### config.mk
export PLATFORM = sky130hd
export DESIGN_NAME = remote_rgb_led_pwm_controller
export DESIGN_NICKNAME = d
export VERILOG_FILES = /design/src/hw/rtl/rrlpc_pkg.sv /design/src/hw/rtl/remote_rgb_led_pwm_controller.sv
export SDC_FILE = /design/constraint.sdc
export NUM_CORES = 1
export LEC_CHECK = 0
export BUFFER_PORTS_ARGS = -buffer_cell sky130_fd_sc_hd__buf_2
export CAP_MARGIN = 30
export CORE_ASPECT_RATIO = 1.1
export CORE_UTILIZATION = 45
export CTS_BUF_LIST = sky130_fd_sc_hd__clkbuf_8
export DETAILED_ROUTE_END_ITERATION = 6
export PLACE_DENSITY = 0.78
export SYNTH_ARGS = -nofsm -noshare
export SYNTH_HDL_FRONTEND = slang
export SYNTH_SLANG_ARGS = --single-unit
### constraint.sdc
create_clock -name clk -period 3.5 [get_ports clk]
set_input_delay 0.525 -clock clk [delete_from_list [all_inputs] [get_ports clk]]
set_output_delay 0.525 -clock clk [all_outputs]
set_load 0.005 [all_outputs]
### src/hw/rtl/rrlpc_pkg.sv
`default_nettype none
// ----------------------------------------------------------------------------
// rrlpc_pkg: shared constants for the RC5 remote RGB LED PWM controller
// Level width, channel count, RC5 frame layout, command codes and the
// reset levels of the three color channels.
// ----------------------------------------------------------------------------
package rrlpc_pkg;

	// Width of one color level and of the PWM counter.
	localparam int LEVEL_BITS = 4;
	localparam int LEVEL_MAX_INT = (1 << LEVEL_BITS) - 1;
	localparam logic [LEVEL_BITS-1:0] LEVEL_MAX = LEVEL_BITS'(LEVEL_MAX_INT);

	// Color channels: red, green, blue.
	localparam int CHANNELS = 3;
	localparam int CHAN_BITS = 2;
	localparam logic [CHAN_BITS-1:0] CHAN_RED = 2'd0;
	localparam logic [CHAN_BITS-1:0] CHAN_BLUE = 2'd2;
	localparam logic [CHAN_BITS-1:0] CHAN_LAST = CHAN_BITS'(CHANNELS - 1);

	// Reset levels, limited to the level range.
	localparam logic [LEVEL_BITS-1:0] LEVEL_RESET_RED =
		LEVEL_BITS'((15 > LEVEL_MAX_INT) ? LEVEL_MAX_INT : 15);
	localparam logic [LEVEL_BITS-1:0] LEVEL_RESET_GREEN = '0;
	localparam logic [LEVEL_BITS-1:0] LEVEL_RESET_BLUE =
		LEVEL_BITS'((7 > LEVEL_MAX_INT) ? LEVEL_MAX_INT : 7);

	// RC5 frame layout.
	localparam int FRAME_BITS = 14;
	localparam int ADDR_BITS = 5;
	localparam int OP_BITS = 6;

	// Configuration register map (word index taken from paddr[2]).
	localparam int PADDR_BITS = 3;
	localparam logic REG_DEVICE_ADDRESS = 1'b0;

	// Item kinds.
	localparam logic KIND_TICK = 1'b0;

	// RC5 command codes.
	localparam logic [OP_BITS-1:0] OP_STANDBY = 6'd12;
	localparam logic [OP_BITS-1:0] OP_MUTE = 6'd13;
	localparam logic [OP_BITS-1:0] OP_VOL_UP = 6'd16;
	localparam logic [OP_BITS-1:0] OP_VOL_DOWN = 6'd17;
	localparam logic [OP_BITS-1:0] OP_CH_UP = 6'd32;
	localparam logic [OP_BITS-1:0] OP_CH_DOWN = 6'd33;

endpackage
`default_nettype wire

### src/hw/rtl/remote_rgb_led_pwm_controller.sv
`default_nettype none
// ----------------------------------------------------------------------------
// remote_rgb_led_pwm_controller: RGB LED PWM controller driven by RC5 frames
// Each input word is a PWM tick or a decoded RC5 frame; each produces one
// output word with LED enables, selected channel, power and flash status.
// ----------------------------------------------------------------------------
// Usage:
//   Input channel (in_valid/in_ready) carries command and frame. A command of
//   zero is a PWM tick, one is a received 14-bit RC5 frame. The output channel
//   (out_valid/out_ready) carries one word per input word, in order.
//   The APB port holds device_address at byte address 0; write it only while
//   the block is idle. pready is always high.
// Path: an accepted word is registered in the input stage, then processed and
//   put in the output register, where its result is shown.
// Throughput: one word per cycle. The input stage and the output register
//   both move whenever the output register is empty or being taken, so the
//   block keeps accepting while the receiver takes every word.
// Stall: when out_ready is low, the output register holds its word, the
//   input stage holds one more, and in_ready drops until space frees up.
// Reset: arst_n clears both stages; power is on, red is selected, levels are
//   red full, green off, blue at mid scale, and the PWM counter is zero.
// ----------------------------------------------------------------------------
module remote_rgb_led_pwm_controller (
	input  wire logic                               clk,
	input  wire logic                               arst_n,
	// Configuration port
	input  wire logic                               psel,
	input  wire logic                               penable,
	input  wire logic                               pwrite,
	input  wire logic [rrlpc_pkg::PADDR_BITS-1:0]   paddr,
	input  wire logic [31:0]                        pwdata,
	output logic [31:0]                             prdata,
	output logic                                    pready,
	// Input channel
	input  wire logic                               in_valid,
	output logic                                    in_ready,
	input  wire logic                               command,
	input  wire logic [rrlpc_pkg::FRAME_BITS-1:0]   frame,
	// Output channel
	output logic                                    out_valid,
	input  wire logic                               out_ready,
	output logic [rrlpc_pkg::CHANNELS-1:0]          led_drive,
	output logic [rrlpc_pkg::CHAN_BITS-1:0]         selected_channel,
	output logic                                    powered,
	output logic                                    flash
);
	import rrlpc_pkg::*;

	// Configuration register.
	logic [ADDR_BITS-1:0] device_address_q;

	// Controller state.
	logic                  power_on_q;
	logic [CHAN_BITS-1:0]  channel_index_q;
	logic [LEVEL_BITS-1:0] channel_level_q [CHANNELS];
	logic [LEVEL_BITS-1:0] pwm_count_q;
	logic [FRAME_BITS-1:0] last_frame_q;

	// Input stage.
	logic                  valid_s1;
	logic                  command_s1;
	logic [FRAME_BITS-1:0] frame_s1;

	// Output register.
	logic                  out_valid_q;
	logic [CHANNELS-1:0]   led_drive_q;
	logic [CHAN_BITS-1:0]  selected_channel_q;
	logic                  powered_q;
	logic                  flash_q;

	// Handshake control.
	logic advance;
	logic process;
	logic cfg_write;

	// Next-state values from the input stage.
	logic                  power_on_d;
	logic [CHAN_BITS-1:0]  channel_index_d;
	logic                  level_we;
	logic [LEVEL_BITS-1:0] level_d;
	logic [LEVEL_BITS-1:0] pwm_count_d;
	logic [FRAME_BITS-1:0] last_frame_d;
	logic [CHANNELS-1:0]   leds_d;
	logic                  flash_d;

	assign advance   = !out_valid_q || out_ready;
	assign process   = valid_s1 && advance;
	assign in_ready  = !valid_s1 || advance;
	assign cfg_write = psel && penable && pwrite && pready;

	// APB port: single register, pready tied high.
	assign pready = 1'b1;
	always_comb begin
		prdata = '0;
		if (paddr[2] == REG_DEVICE_ADDRESS) begin
			prdata = {{(32-ADDR_BITS){1'b0}}, device_address_q};
		end
	end

	always_ff @(posedge clk or negedge arst_n) begin
		if (!arst_n) begin
			device_address_q <= '0;
		end else if (cfg_write && paddr[2] == REG_DEVICE_ADDRESS) begin
			device_address_q <= pwdata[ADDR_BITS-1:0];
		end
	end

	// Input stage register.
	always_ff @(posedge clk or negedge arst_n) begin
		if (!arst_n) begin
			valid_s1 <= 1'b0;
		end else if (in_ready) begin
			valid_s1 <= in_valid;
		end
	end

	always_ff @(posedge clk) begin
		if (in_ready && in_valid) begin
			command_s1 <= command;
			frame_s1   <= frame;
		end
	end

	// Tick and frame processing for the word in the input stage.
	always_comb begin
		logic                  accept;
		logic [OP_BITS-1:0]    op;
		logic [LEVEL_BITS-1:0] sel_level;
		logic                  sel_ok;

		power_on_d      = power_on_q;
		channel_index_d = channel_index_q;
		level_we        = 1'b0;
		level_d         = '0;
		pwm_count_d     = pwm_count_q;
		last_frame_d    = last_frame_q;
		leds_d          = '0;
		flash_d         = 1'b0;

		op        = frame_s1[OP_BITS-1:0];
		accept    = (frame_s1[13:12] == 2'b11) &&
			(frame_s1[OP_BITS+ADDR_BITS-1:OP_BITS] == device_address_q);
		sel_ok    = (channel_index_q <= CHAN_LAST);
		sel_level = sel_ok ? channel_level_q[channel_index_q] : '0;

		if (command_s1 == KIND_TICK) begin
			// PWM tick: while powered, light each channel whose level exceeds the counter.
			if (power_on_q) begin
				for (int i = 0; i < CHANNELS; i++) begin
					leds_d[i] = (channel_level_q[i] > pwm_count_q);
				end
				pwm_count_d = pwm_count_q + 1'b1;
			end
		end else if (frame_s1 != last_frame_q) begin
			// New frame: store it, then run its command if both start bits are set and its address is ours.
			last_frame_d = frame_s1;
			if (accept) begin
				case (op)
					OP_STANDBY: begin
						power_on_d = !power_on_q;
					end
					OP_MUTE: begin
						flash_d = 1'b1;
					end
					OP_CH_UP: begin
						if (power_on_q) begin
							if (channel_index_q == CHAN_LAST) begin
								channel_index_d = CHAN_RED;
							end else begin
								channel_index_d = channel_index_q + 1'b1;
							end
						end
					end
					OP_CH_DOWN: begin
						if (power_on_q) begin
							if (channel_index_q == CHAN_RED) begin
								channel_index_d = CHAN_BLUE;
							end else begin
								channel_index_d = channel_index_q - 1'b1;
							end
						end
					end
					OP_VOL_UP: begin
						if (power_on_q && sel_ok) begin
							level_we = 1'b1;
							level_d  = (sel_level == LEVEL_MAX) ? sel_level
								: sel_level + 1'b1;
						end
					end
					OP_VOL_DOWN: begin
						if (power_on_q && sel_ok) begin
							level_we = 1'b1;
							level_d  = (sel_level == '0) ? sel_level
								: sel_level - 1'b1;
						end
					end
					default: begin
					end
				endcase
			end
		end
	end

	// Controller state update, one word per cycle while the output register can advance.
	always_ff @(posedge clk or negedge arst_n) begin
		if (!arst_n) begin
			power_on_q         <= 1'b1;
			channel_index_q    <= CHAN_RED;
			channel_level_q[0] <= LEVEL_RESET_RED;
			channel_level_q[1] <= LEVEL_RESET_GREEN;
			channel_level_q[2] <= LEVEL_RESET_BLUE;
			pwm_count_q        <= '0;
			last_frame_q       <= '0;
		end else if (process) begin
			power_on_q      <= power_on_d;
			channel_index_q <= channel_index_d;
			pwm_count_q     <= pwm_count_d;
			last_frame_q    <= last_frame_d;
			if (level_we) begin
				channel_level_q[channel_index_q] <= level_d;
			end
		end
	end

	// Output register.
	always_ff @(posedge clk or negedge arst_n) begin
		if (!arst_n) begin
			out_valid_q <= 1'b0;
		end else if (advance) begin
			out_valid_q <= valid_s1;
		end
	end

	always_ff @(posedge clk) begin
		if (process) begin
			led_drive_q        <= leds_d;
			selected_channel_q <= channel_index_d;
			powered_q          <= power_on_d;
			flash_q            <= flash_d;
		end
	end

	assign out_valid        = out_valid_q;
	assign led_drive        = led_drive_q;
	assign selected_channel = selected_channel_q;
	assign powered          = powered_q;
	assign flash            = flash_q;

endmodule
`default_nettype wire
==> results_dict.tcl <==
set metrics [dict create \
    outcome "complete, no violations" \
    setup_tns_ns 0 \
    globalRoute.totalOverflow 0 \
    grt_util_met3_pct 5.541 \
    gr-usage-all-layers_pct 15.96 \
    pin_count 99 \
    irDropWorstVdd_mv 0.3099 \
    core_mm2 0.007597 \
    floorplan.rows 33 \
    gp_congestion 0.8448 \
    netlist_instances 303 \
    cts_inserted_buffers 9 \
    path_max_fanout 15 \
    dpl_worst_slack_ns 0.7006 \
    finalHoldWorstSlack_ns 0.3103 \
    globalRouteMet1Util_pct 18.62 \
    tritoncts "built" \
    placement_stage_cell_area_mm2 0.003766 \
    antenna-diode-count 0 \
    finish.instance_area_mm2 0.003996 \
    die_width_um 87.13 \
    crit-reg2reg-capture "channel_level_q[5]" \
    synth.area.top_cells "sky130_fd_sc_hd__dfrtp_1 22%, sky130_fd_sc_hd__edfxtp_1 18%, sky130_fd_sc_hd__mux2_2 10%" \
    post-synth-top-count-cell "sky130_fd_sc_hd__mux2_2" \
    asyncSetResetFlopFracSynth_pct 64.52 \
    vias_in_the_first_global_route 2124 \
    critPathArrivalTime_ns 3.02 \
    cts_repair_resize_count 0 \
    cts-root-to-sink-buffers 2 \
    viasPerCell 4.906 \
    antenna_found_initial 0 \
    synth.cells.most_frequent "33 x sky130_fd_sc_hd__mux2_2, 32 x sky130_fd_sc_hd__dfrtp_1, 29 x sky130_fd_sc_hd__buf_4, 22 x sky130_fd_sc_hd__edfxtp_1, 20 x sky130_fd_sc_hd__ha_1" \
    yosysSeqAreaShare_pct 46.60 \
    timing.final.crit_period_ns 2.803 \
    holdBufCountCts 0 \
    finalCritPeriodShare_pct 80.10 \
    setup-violations-final 0 \
    ant_nets 0 \
    static-leakage-power_nw 1.792 \
    worstReg2RegStart "channel_index_q[1]" \
    ys_seq_elements 62 \
    netlist.area_leader.share_pct 22.32 \
    yosys_warnings 0 \
    globalRoute.busiestLayer "met2" \
    avgSynthCellArea_um2 11.84 \
    drcViolationCount 0 \
    finalHoldViolCount 0 \
    routed_wire_length_per_instance_um 13.14 \
    max_slew_margin_pct 40.00 \
    layout.nets 423 \
    worstRegToRegCells 8 \
    detailroute.via_count 2237 \
    worstSetupPathType "reg -> reg" \
    clock.fmax_mhz 356.7 \
    cts.reportedPaths.clkPinSlew_ns 0.06 \
    drive_gt1_share_pct 29.91 \
    min_path_type "in -> async" \
    dr_pass1_iterations 4 \
    r2r_setup_slack_ns 0.70 \
    count_of_buffers_added_by_post_cts_timing_repair_for_setup 0 \
    synth_cell_types 50 \
    die_h_um 95.64 \
    ys.flop_type "sky130_fd_sc_hd__dfrtp_1" \
    start_util_pct 47.22 \
    timing.final.max_slew_violations 0 \
    place.port_buffers 41 \
    total_die_area_mm2 0.008333 \
    synth.cell_area_mm2 0.003587 \
    grt_first_pass_wirelength_um 9970 \
    critical_path_required_ns 3.72 \
    cts-root-buf "sky130_fd_sc_hd__clkbuf_8" \
    pwr_density_cell_mw_per_mm2 448.4 \
    area_growth_pct 11.41 \
    place.detailed.hpwl_um 4550 \
    finClkSkew_ns 0.003712 \
    synthDominantAreaCellType "sky130_fd_sc_hd__dfrtp_1" \
    post-route-worst-setup-slack_ns 0.6966 \
    clkLatencyLatePin_ns 0.33 \
    cts-htree-levels 3 \
    synth_edf_count 22 \
    grt_start_max_net_pins 41 \
    max_slew.worst_pin.slew_ns 0.9000 \
    critical_path.startpoint_type "register" \
    end_kind "register" \
    drt-initial-drc-count 108 \
    design_power_total_mw 1.792 \
    unrepaired_setup_endpoints_after_global_routing "no" \
    grt_use_met2_pct 28.15 \
    route.final.wire_length_um 5992 \
    clock_sinks 62 \
    cap_viol_max_count 0 \
]
[worst max-delay path by stage]
stage	start	end	slack, ns	cells after the start
after floorplan	channel_index_q[1]	channel_level_q[5]	1.08	10
after global placement	channel_index_q[1]	channel_level_q[5]	0.71	8
after detailed placement	channel_index_q[1]	channel_level_q[5]	0.70	8
after CTS	channel_index_q[1]	channel_level_q[5]	0.69	8
after global routing	channel_index_q[1]	channel_level_q[3]	0.54	7
final	channel_index_q[1]	channel_level_q[5]	0.70	8
[cells by family after synthesis]
logic type	count (synthesis)	synth area share [%]
simple gates	76	12.73
flops	62	46.60
buf+inv	50	8.790
mux	44	14.23
xor+xnor	25	6.104
compound gates	24	4.361
fa+ha+maj	20	6.976
other cells	2	0.2094
[registers in the layout (all words and copies together) (netlist names), 2 cells and up]
name	flops
channel_level_q	12
channel_index_q	2
pwm_count_q	4
last_frame_q	14
led_drive	3
device_address_q	5
selected_channel	2
frame_s1	14
[per-stage QoR]
stage	util, %	std cells
after floorplan	-	329
after global placement	49.57	440
after detailed placement	49.57	440
after CTS	52.60	456
after global routing	52.60	456
final	52.60	456
[report_power, final]
group	leakage [nW]	switching, mW	internal [mW]
sequential	0.691	0.0495	0.825
clock	0.127	0.259	0.464
combinational	0.974	0.0871	0.107
[per-layer routing]
metal / share of wire, % / routed length, um / up-vias
li1: - / - / 1100
met1: 41 / 2470 / 1065
met2: 53 / 3164 / 67
met3: 5.3 / 315 / 5
met4: 0.70 / 42 / 0
met5: 0 / 0 / -
[worst max-delay path, stage by stage (launching register included)]
cell                      delay [ns]
sky130_fd_sc_hd__dfrtp_1        0.56
sky130_fd_sc_hd__ha_1           0.42
sky130_fd_sc_hd__nor2_2         0.26
sky130_fd_sc_hd__ha_1           0.24
sky130_fd_sc_hd__inv_1          0.05
sky130_fd_sc_hd__or4_4          0.54
sky130_fd_sc_hd__a22oi_1        0.17
sky130_fd_sc_hd__nand3_1        0.16
sky130_fd_sc_hd__mux2_2         0.29
[final cells by class]
class	count	area, um2
inverter	14	52.55
clock inverter	7	106.4
clock buffer	9	123.9
multi-input combinational	217	1698
fill	677	3601
tap	105	131.4
sequential	62	1672
timing repair buffer	42	212.7
[cell usage in the layout, fill, tap and decap left out, drive strengths merged, types with 10 or more instances in the layout]
cell / synthesis / final
conb: 2 / 28
inv: 14 / 17
nor2b: 12 / 12
xnor2: 10 / 10
ha: 20 / 20
xor2: 15 / 15
dfrtp: 32 / 32
edfxtp: 22 / 22
mux2: 40 / 40
buf: 34 / 42
No activity file was read; power rests on OpenSTA's default activity.
